### src/rtl/core/pts_pkg.sv
`timescale 1ns / 1ps

package pts_pkg;

  localparam int NumPrioDef  = 32;
  localparam int NumTasksDef = 32;
  localparam int TidW        = 5;
  localparam int PrioInW     = 5;
  localparam int DelayW      = 32;
  localparam int DepthW      = 8;
  localparam int ActW        = 4;
  localparam logic [DepthW-1:0] LockMax = 8'd255;

  typedef enum logic [ActW-1:0] {
    ACT_CREATE    = 4'd0,
    ACT_DELAY     = 4'd1,
    ACT_DELAY_DN  = 4'd2,
    ACT_SUSPEND   = 4'd3,
    ACT_WAKE      = 4'd4,
    ACT_DELETE    = 4'd5,
    ACT_DEL_REQ   = 4'd6,
    ACT_DEL_CUR   = 4'd7,
    ACT_LOCK      = 4'd8,
    ACT_UNLOCK    = 4'd9,
    ACT_SCHEDULE  = 4'd10,
    ACT_QUERY     = 4'd11
  } action_t;

  typedef enum logic [2:0] {
    ST_IDLE,
    ST_DECODE,
    ST_LINK,
    ST_SCHED,
    ST_OUT
  } ctrl_state_t;

  // controller -> datapath
  typedef struct packed {
    logic load;
    logic decode;
    logic link;
    logic sched;
    logic finish;
  } pts_cmd_t;

  // datapath -> controller
  typedef struct packed {
    logic dummy_ok;
  } pts_stat_t;

endpackage

### src/rtl/core/pts_ctrl.sv
`timescale 1ns / 1ps

module pts_ctrl (
  input  logic               clk,
  input  logic               rst_n,
  input  logic               in_valid,
  output logic               in_stall,
  output logic               out_valid,
  input  logic               out_stall,
  input  pts_pkg::pts_stat_t stat,
  output pts_pkg::pts_cmd_t  cmd
);
  import pts_pkg::*;

  ctrl_state_t state_r, state_nxt;
  logic        out_valid_r, out_valid_nxt;

  // hold state and output flag
  always_ff @(posedge clk) begin
    if (!rst_n) begin
      state_r     <= ST_IDLE;
      out_valid_r <= 1'b0;
    end else begin
      state_r     <= state_nxt;
      out_valid_r <= out_valid_nxt;
    end
  end

  // sequence one command: decode, relink, schedule, publish
  always_comb begin
    state_nxt     = state_r;
    out_valid_nxt = out_valid_r;
    cmd           = '0;
    in_stall      = 1'b1;
    if (out_valid_r && !out_stall) out_valid_nxt = 1'b0;
    unique case (state_r)
      ST_IDLE: begin
        in_stall = 1'b0;
        if (in_valid) begin
          cmd.load  = 1'b1;
          state_nxt = ST_DECODE;
        end
      end
      ST_DECODE: begin
        cmd.decode = 1'b1;
        state_nxt  = ST_LINK;
      end
      ST_LINK: begin
        cmd.link  = 1'b1;
        state_nxt = ST_SCHED;
      end
      ST_SCHED: begin
        cmd.sched = 1'b1;
        state_nxt = ST_OUT;
      end
      ST_OUT: begin
        if (!out_valid_r || !out_stall || stat.dummy_ok && 1'b0) begin
          cmd.finish    = 1'b1;
          out_valid_nxt = 1'b1;
          state_nxt     = ST_IDLE;
        end
      end
      default: state_nxt = ST_IDLE;
    endcase
  end

  assign out_valid = out_valid_r;

endmodule

### src/rtl/core/pts_dp.sv
`timescale 1ns / 1ps

module pts_dp #(
  parameter int NUM_PRIO  = pts_pkg::NumPrioDef,
  parameter int NUM_TASKS = pts_pkg::NumTasksDef
) (
  input  logic                            clk,
  input  logic                            rst_n,
  input  pts_pkg::pts_cmd_t               cmd,
  output pts_pkg::pts_stat_t              stat,
  input  logic [pts_pkg::ActW-1:0]        in_action,
  input  logic [pts_pkg::TidW-1:0]        in_task_id,
  input  logic [pts_pkg::PrioInW-1:0]     in_task_prio,
  input  logic [pts_pkg::DelayW-1:0]      in_delay_ticks,
  output logic                            out_switch_now,
  output logic [pts_pkg::TidW-1:0]        out_next_task,
  output logic                            out_any_ready,
  output logic                            out_status,
  output logic [pts_pkg::PrioInW-1:0]     out_query_prio,
  output logic                            out_query_delayed,
  output logic                            out_query_suspended,
  output logic [pts_pkg::DepthW-1:0]      out_query_suspend_count,
  output logic [pts_pkg::DelayW-1:0]      out_query_delay,
  output logic                            out_query_delete_req,
  output logic [pts_pkg::DepthW-1:0]      out_lock_depth
);
  import pts_pkg::*;

  localparam int PW = (NUM_PRIO > 1) ? $clog2(NUM_PRIO) : 1;
  localparam int TW = (NUM_TASKS > 1) ? $clog2(NUM_TASKS) : 1;
  localparam int CW = $clog2(NUM_TASKS + 1);

  // per-priority and per-task storage
  logic [NUM_PRIO-1:0]  ready_r;
  logic [TW-1:0]        head_r  [NUM_PRIO];
  logic [TW-1:0]        tail_r  [NUM_PRIO];
  logic [CW-1:0]        count_r [NUM_PRIO];
  logic [TW-1:0]        next_r  [NUM_TASKS];
  logic [TW-1:0]        prev_r  [NUM_TASKS];
  logic [PW-1:0]        prio_r  [NUM_TASKS];
  logic [NUM_TASKS-1:0] f_ex_r, f_dly_r, f_sus_r, f_dreq_r;
  logic [DepthW-1:0]    sdep_r  [NUM_TASKS];
  logic [DelayW-1:0]    dval_r  [NUM_TASKS];
  logic [DepthW-1:0]    lock_r;
  logic [TW-1:0]        run_r;
  logic                 run_v_r;

  // latched command
  action_t              act_r;
  logic [TidW-1:0]      tid_in_r;
  logic [PrioInW-1:0]   prio_in_r;
  logic [DelayW-1:0]    ticks_r;

  // decode results
  logic                 ign_r, do_app_r, do_rem_r, do_sched_r, was_run_r;
  logic [TW-1:0]        t_r;
  logic                 q_r;

  // result staging, copied to the outputs when the result is published
  logic                 sw_r;
  logic [PrioInW-1:0]   qp_r;
  logic                 qd_r, qs_r, qdr_r;
  logic [DepthW-1:0]    qc_r;
  logic [DelayW-1:0]    qdl_r;

  // decode (combinational on latched command)
  logic          tid_ok, live, queued, rv_ok;
  logic [TW-1:0] td;
  logic          ign_c, app_c, rem_c, sch_c, wr_c;

  always_comb begin
    tid_ok = ({27'd0, tid_in_r} < 32'(NUM_TASKS));
    td     = TW'(tid_in_r);
    rv_ok  = run_v_r && f_ex_r[run_r];
    if (act_r == ACT_DEL_CUR) td = run_r;
    live   = tid_ok && f_ex_r[td];
    queued = f_ex_r[td] && !f_dly_r[td] && !f_sus_r[td];
    ign_c = 1'b0; app_c = 1'b0; rem_c = 1'b0; sch_c = 1'b0; wr_c = 1'b0;
    unique case (act_r)
      ACT_CREATE: begin
        ign_c = !tid_ok || live || ({27'd0, prio_in_r} >= 32'(NUM_PRIO));
        app_c = !ign_c;
      end
      ACT_DELAY: begin
        ign_c = !live || !queued;
        rem_c = !ign_c;
      end
      ACT_DELAY_DN: begin
        ign_c = !live || !f_dly_r[td];
        app_c = !ign_c;
      end
      ACT_SUSPEND: begin
        ign_c = !live || f_dly_r[td] || sdep_r[td] >= LockMax;
        rem_c = !ign_c && sdep_r[td] == '0 && queued;
        sch_c = !ign_c && sdep_r[td] == '0 && run_v_r && run_r == td;
      end
      ACT_WAKE: begin
        ign_c = !live || !f_sus_r[td] || sdep_r[td] == '0;
        app_c = !ign_c && sdep_r[td] == DepthW'(1);
        sch_c = app_c;
      end
      ACT_DELETE: begin
        ign_c = !live;
        rem_c = !ign_c && queued;
        wr_c  = run_v_r && run_r == td;
        sch_c = !ign_c && wr_c;
      end
      ACT_DEL_REQ:  ign_c = !live;
      ACT_DEL_CUR: begin
        ign_c = !rv_ok;
        rem_c = !ign_c && queued;
        wr_c  = 1'b1;
        sch_c = !ign_c;
      end
      ACT_LOCK:     ign_c = 1'b0;
      ACT_UNLOCK: begin
        ign_c = lock_r == '0;
        sch_c = lock_r == DepthW'(1);
      end
      ACT_SCHEDULE: sch_c = 1'b1;
      ACT_QUERY:    ign_c = !live;
      default:      ign_c = 1'b1;
    endcase
  end

  // lowest set ready bit
  logic [PW-1:0] hp;
  logic          hp_v;
  always_comb begin
    hp = '0;
    hp_v = 1'b0;
    for (int i = NUM_PRIO - 1; i >= 0; i--) begin
      if (ready_r[i]) begin
        hp = PW'(i);
        hp_v = 1'b1;
      end
    end
  end

  // link step values
  logic [PW-1:0] lp;
  logic [TW-1:0] lnx, lpv;
  assign lp  = prio_r[t_r];
  assign lnx = next_r[t_r];
  assign lpv = prev_r[t_r];

  always_ff @(posedge clk) begin
    if (!rst_n) begin
      ready_r  <= '0;
      f_ex_r   <= '0;
      f_dly_r  <= '0;
      f_sus_r  <= '0;
      f_dreq_r <= '0;
      lock_r   <= '0;
      run_r    <= '0;
      run_v_r  <= 1'b0;
      for (int i = 0; i < NUM_PRIO; i++) count_r[i] <= '0;
      for (int i = 0; i < NUM_TASKS; i++) begin
        sdep_r[i] <= '0;
        dval_r[i] <= '0;
      end
    end else begin
      // capture the transfer
      if (cmd.load) begin
        act_r     <= action_t'(in_action);
        tid_in_r  <= in_task_id;
        prio_in_r <= in_task_prio;
        ticks_r   <= in_delay_ticks;
        sw_r      <= 1'b0;
      end
      // register decode and update flags
      if (cmd.decode) begin
        ign_r      <= ign_c;
        do_app_r   <= app_c;
        do_rem_r   <= rem_c;
        do_sched_r <= sch_c;
        was_run_r  <= wr_c;
        t_r        <= td;
        q_r        <= act_r == ACT_QUERY && !ign_c;
        qp_r       <= PrioInW'(prio_r[td]);
        qd_r       <= f_dly_r[td];
        qs_r       <= f_sus_r[td];
        qc_r       <= sdep_r[td];
        qdl_r      <= dval_r[td];
        qdr_r      <= f_dreq_r[td];
        if (!ign_c) begin
          unique case (act_r)
            ACT_CREATE: begin
              prio_r[td] <= PW'(prio_in_r);
              f_ex_r[td] <= 1'b1;
              sdep_r[td] <= '0;
              dval_r[td] <= '0;
            end
            ACT_DELAY: begin
              dval_r[td]  <= ticks_r;
              f_dly_r[td] <= 1'b1;
            end
            ACT_DELAY_DN: f_dly_r[td] <= 1'b0;
            ACT_SUSPEND: begin
              sdep_r[td]  <= sdep_r[td] + DepthW'(1);
              f_sus_r[td] <= 1'b1;
            end
            ACT_WAKE: begin
              sdep_r[td] <= sdep_r[td] - DepthW'(1);
              if (sdep_r[td] == DepthW'(1)) f_sus_r[td] <= 1'b0;
            end
            ACT_DELETE, ACT_DEL_CUR: begin
              f_ex_r[td]   <= 1'b0;
              f_dly_r[td]  <= 1'b0;
              f_sus_r[td]  <= 1'b0;
              f_dreq_r[td] <= 1'b0;
              sdep_r[td]   <= '0;
              dval_r[td]   <= '0;
              if (wr_c) run_v_r <= 1'b0;
            end
            ACT_DEL_REQ: f_dreq_r[td] <= 1'b1;
            ACT_LOCK:    if (lock_r < LockMax) lock_r <= lock_r + DepthW'(1);
            ACT_UNLOCK:  lock_r <= lock_r - DepthW'(1);
            default: ;
          endcase
        end
      end
      // relink the FIFO of the task's priority
      if (cmd.link) begin
        if (do_app_r) begin
          if (count_r[lp] == '0) head_r[lp] <= t_r;
          else begin
            next_r[tail_r[lp]] <= t_r;
            prev_r[t_r]        <= tail_r[lp];
          end
          tail_r[lp]  <= t_r;
          count_r[lp] <= count_r[lp] + CW'(1);
          ready_r[lp] <= 1'b1;
        end else if (do_rem_r && count_r[lp] != '0) begin
          if (head_r[lp] == t_r) head_r[lp] <= lnx;
          else next_r[lpv] <= lnx;
          if (tail_r[lp] == t_r) tail_r[lp] <= lpv;
          else prev_r[lnx] <= lpv;
          count_r[lp] <= count_r[lp] - CW'(1);
          if (count_r[lp] == CW'(1)) ready_r[lp] <= 1'b0;
        end
      end
      // scheduling pass
      if (cmd.sched) begin
        if (do_sched_r && lock_r == '0 && hp_v &&
            (!run_v_r || run_r != head_r[hp])) begin
          run_r   <= head_r[hp];
          run_v_r <= 1'b1;
          sw_r    <= 1'b1;
        end
      end
      // publish the result
      if (cmd.finish) begin
        out_switch_now          <= sw_r;
        out_next_task           <= hp_v ? TidW'(head_r[hp]) : '0;
        out_any_ready           <= hp_v;
        out_status              <= ign_r;
        out_lock_depth          <= lock_r;
        out_query_prio          <= q_r ? qp_r : '0;
        out_query_delayed       <= q_r && qd_r;
        out_query_suspended     <= q_r && qs_r;
        out_query_suspend_count <= q_r ? qc_r : '0;
        out_query_delay         <= q_r ? qdl_r : '0;
        out_query_delete_req    <= q_r && qdr_r;
      end
    end
  end

  assign stat.dummy_ok = was_run_r;

endmodule

### src/rtl/core/priority_task_scheduler.sv
`timescale 1ns / 1ps
// Bitmap priority task scheduler: one command in, one result out. Each command runs through
// five steps (capture, decode with flag update, FIFO relink, scheduling pass, result
// register) run by a controller over a register-based datapath; a new command is taken
// only after the previous result is registered, so commands never overlap, and the result
// step waits while a held result is stalled. Result fields stay stable while that lasts.
module priority_task_scheduler #(
  parameter int NUM_PRIO  = pts_pkg::NumPrioDef,
  parameter int NUM_TASKS = pts_pkg::NumTasksDef
) (
  input  logic                            clk,
  input  logic                            rst_n,
  input  logic                            in_valid,
  output logic                            in_stall,
  input  logic [pts_pkg::ActW-1:0]        in_action,
  input  logic [pts_pkg::TidW-1:0]        in_task_id,
  input  logic [pts_pkg::PrioInW-1:0]     in_task_prio,
  input  logic [pts_pkg::DelayW-1:0]      in_delay_ticks,
  output logic                            out_valid,
  input  logic                            out_stall,
  output logic                            out_switch_now,
  output logic [pts_pkg::TidW-1:0]        out_next_task,
  output logic                            out_any_ready,
  output logic                            out_status,
  output logic [pts_pkg::PrioInW-1:0]     out_query_prio,
  output logic                            out_query_delayed,
  output logic                            out_query_suspended,
  output logic [pts_pkg::DepthW-1:0]      out_query_suspend_count,
  output logic [pts_pkg::DelayW-1:0]      out_query_delay,
  output logic                            out_query_delete_req,
  output logic [pts_pkg::DepthW-1:0]      out_lock_depth
);
  import pts_pkg::*;

  pts_cmd_t  cmd;
  pts_stat_t stat;

  pts_ctrl u_ctrl (
    .clk, .rst_n, .in_valid, .in_stall, .out_valid, .out_stall, .stat, .cmd
  );

  pts_dp #(.NUM_PRIO(NUM_PRIO), .NUM_TASKS(NUM_TASKS)) u_dp (
    .clk, .rst_n, .cmd, .stat, .in_action, .in_task_id, .in_task_prio,
    .in_delay_ticks, .out_switch_now, .out_next_task, .out_any_ready, .out_status,
    .out_query_prio, .out_query_delayed, .out_query_suspended,
    .out_query_suspend_count, .out_query_delay, .out_query_delete_req,
    .out_lock_depth
  );

  // one command step active at a time
  a_cmd_onehot: assert property (@(posedge clk) disable iff (!rst_n)
    $onehot0(cmd)) else $error("overlapping command steps");

  // no new transfer accepted while the block is busy
  a_accept_idle: assert property (@(posedge clk) disable iff (!rst_n)
    cmd.decode |-> in_stall) else $error("input accepted mid-command");

  // a result is never published over one still waiting
  a_no_overwrite: assert property (@(posedge clk) disable iff (!rst_n)
    (out_valid && out_stall) |-> !cmd.finish) else $error("result overwritten");

endmodule

### config.mk
export PLATFORM = sky130hd
export DESIGN_NAME = priority_task_scheduler
export DESIGN_NICKNAME = d
export VERILOG_FILES = /design/src/rtl/core/pts_pkg.sv /design/src/rtl/core/pts_ctrl.sv /design/src/rtl/core/pts_dp.sv /design/src/rtl/core/priority_task_scheduler.sv
export SDC_FILE = /design/constraint.sdc
export NUM_CORES = 2
export LEC_CHECK = 0
export BUFFER_PORTS_ARGS = -buffer_cell sky130_fd_sc_hd__buf_2
export CAP_MARGIN = 20
export CORE_MARGIN = 1
export CORE_UTILIZATION = 35
export DETAILED_ROUTE_END_ITERATION = 6
export PLACE_DENSITY_LB_ADDON = 0.3
export SYNTH_ARGS = -nofsm -noshare
export SYNTH_HDL_FRONTEND = slang
export SYNTH_HIERARCHICAL = 1
export SYNTH_SLANG_ARGS = --single-unit
### constraint.sdc
create_clock -name clk -period 11.5 [get_ports clk]
set_clock_uncertainty 0.2 [all_clocks]
set_input_delay 1.725 -clock clk [delete_from_list [all_inputs] [get_ports clk]]
set_output_delay 1.725 -clock clk [all_outputs]
set_load 0.02 [all_outputs]
==> run metrics <==
CP delay by family, top=simple AND/OR/NAND/NOR gates; cell row count=211; DIE AREA=0.336 mm2; CTS sink cnt=2624; commonest cells after routing, fill and taps aside=edfxtp_1 (2441), nor2_1 (1781), mux4_2 (554); Slew Limit Fails=0; first-pass GRT wire length=549000 um; Lkg Pwr=0.0427 uW; DRC marker count from the first detailed-route iteration=10300; Fin. Hold Viols=0; largest net degree at the start of global routing=121; Power per Cell Area=171 mW/mm2; endpoints failing setup=0; mean post-synth cell area=13.9 um2; Syn-to-layout area delta=12.5%; Worst-Margin Slew=1.19 ns; Worst IR Drop VDD=0.105 mV; MaxCap Viol Count=0; crit-path cells=nand4b_1 -> mux2i_2 -> inv_2 -> nor3_2 -> buf_4 -> buf_4 -> a22oi_1 -> nand4_1 -> inv_1 -> ha_1 -> inv_1 -> nor3_1 -> o21ai_0 -> and3_1 -> o21a_1 -> buf_4 -> nand2_2 -> nand2_2; CTS clk-pin slew, worst paths=0.06 ns; Max stage delay cell, worst path=nand2_2; nets=8389; status=completed; r2r worst-path depth=18; synthesized cell area=0.117 mm2; worst-path fanout max=41; DRC=0; worst path arrival time=9.82 ns; die height=579 um; critical path depth=18; number of CTS-inserted buffers=288; Hold Path Class=register to register; yosys warns=6; port bufs=115; Post-Synthesis Cells=8397; post-DR wirelength/cell=30.2 um; startpoint type of the worst setup path=register; Setup WS post-layout=2.01 ns; total track usage=22.7%; H-Tree Depth=5; Vias=76400; antenna violations before repair=16; RSZ-0062 raised after global routing=no; grt ovf=0; postcts setup bufs=0; CTS Root Cell=clkbuf_16; final WL=390000 um; I/O pins=116; Clock Tree Buf Depth=4; Initial Utilization=35.2%; dpl hpwl=255000 um; crit share post-route=82.5%; share of layout cells above drive strength 1=18.4%; fin crit period=9.49 ns; CTS Hold Bufs=0; WP buf/inv=6; pre-CTS WS=2.13 ns; RePlAce Congestion=0.927; Finished Core Util=39.7%; # resized after CTS=0; Hold Path Depth=2; Antenna Violating Nets Remaining=0; commonest non-fill, non-tap cell in the layout=edfxtp_1; core outline area=0.331 mm2; setup TNS=0 ns; Max-slew headroom=20.3%; cell mode on critical path=buf_4; number of global-route vias before repair=73500; fmax=105 MHz; CP endpoint kind=register; CP max stage delay=0.95 ns; kind of critical path=register to register; Chip Width=579 um; CTS tree=yes; required time of the worst setup path=11.84 ns; worst-skew pair later-pin latency=0.93 ns; DRT Pass-1 Iters=6; Post-Syn Nets=8458; via/cell ratio=5.92
## per-stage QoR
step | total power, uW | area, um2 | instances | hold slack (ns)
6_report | 22500 | 131000 | 12900 | 0.254
5_1_grt | 23100 | 131000 | 12900 | 0.276
4_1_cts | 22600 | 131000 | 12900 | 0.256
3_5_place_dp | 13700 | 122000 | 12400 | 0.248
3_3_place_gp | 13600 | 122000 | 12400 | 0.243
2_1_floorplan | 12600 | 117000 | 8397 | 0.200
## layer usage
| layer | wire (um) | up-vias | track usage (%) |
|---|---|---|---|
| li1 | - | 31600 | - |
| met1 | 153000 | 39800 | 30.6 |
| met2 | 184000 | 4317 | 36.5 |
| met3 | 36000 | 719 | 3.69 |
| met4 | 16800 | 8 | 9.10 |
| met5 | 57 | - | 0 |
## final timing paths
kind | startpoint | to | slack (ns)
setup / recovery | u_dp/act_r[0] | u_dp/dval_r[23][25] | 2.01
hold / removal | register | register | 0.25
setup reg to reg | u_dp/act_r[0] | u_dp/dval_r[23][25] | 2.01
hold reg to reg | register | register | 0.25
## registers in the layout, summed over array words and instances (netlist names), 5 cells and up, named ones only
name and flops:
u_dp/count_r 192, u_dp/run_r 5, u_dp/prev_r 160, u_dp/prio_in_r 5
u_dp/qp_r 5, u_dp/out_next_task 5, u_dp/head_r 160, u_dp/prio_r 160
u_dp/qdl_r 32, u_dp/out_query_prio 5, u_dp/ticks_r 32, u_dp/t_r 5
u_dp/next_r 160, u_dp/dval_r 1024, u_dp/out_query_suspend_count 8, u_dp/qc_r 8
u_dp/tid_in_r 5, u_dp/out_lock_depth 8, u_dp/tail_r 160, u_dp/sdep_r 256
u_dp/out_query_delay 32, u_dp/lock_r 8
## worst register-to-register path, stage by stage (launching register included)
cell      delay [ns]
edfxtp_1        0.73
nand4b_1        0.55
mux2i_2         0.94
inv_2           0.29
nor3_2          0.65
buf_4           0.34
buf_4           0.63
a22oi_1         0.35
nand4_1         0.32
inv_1           0.13
ha_1            0.29
inv_1           0.17
nor3_1          0.09
o21ai_0         0.44
and3_1          0.53
o21a_1          0.33
buf_4           0.52
nand2_2         0.66
nand2_2         0.96
## area by class of cell
class	instances	area, um2
Antenna cell	8	20.0
Clock buffer	364	7730
Tap cell	4366	5460
Multi-Input combinational cell	5036	37400
Sequential cell	2624	77000
Timing Repair Buffer	328	2260
Clock inverter	143	1270
Inverter	50	205
Fill cell	30600	200000
## report_power, final
| group | switching [uW] | internal, uW |
|---|---|---|
| sequential | 103 | 10700 |
| clock | 3810 | 5190 |
| combinational | 1900 | 805 |
No activity file was read; power rests on OpenSTA's default activity.
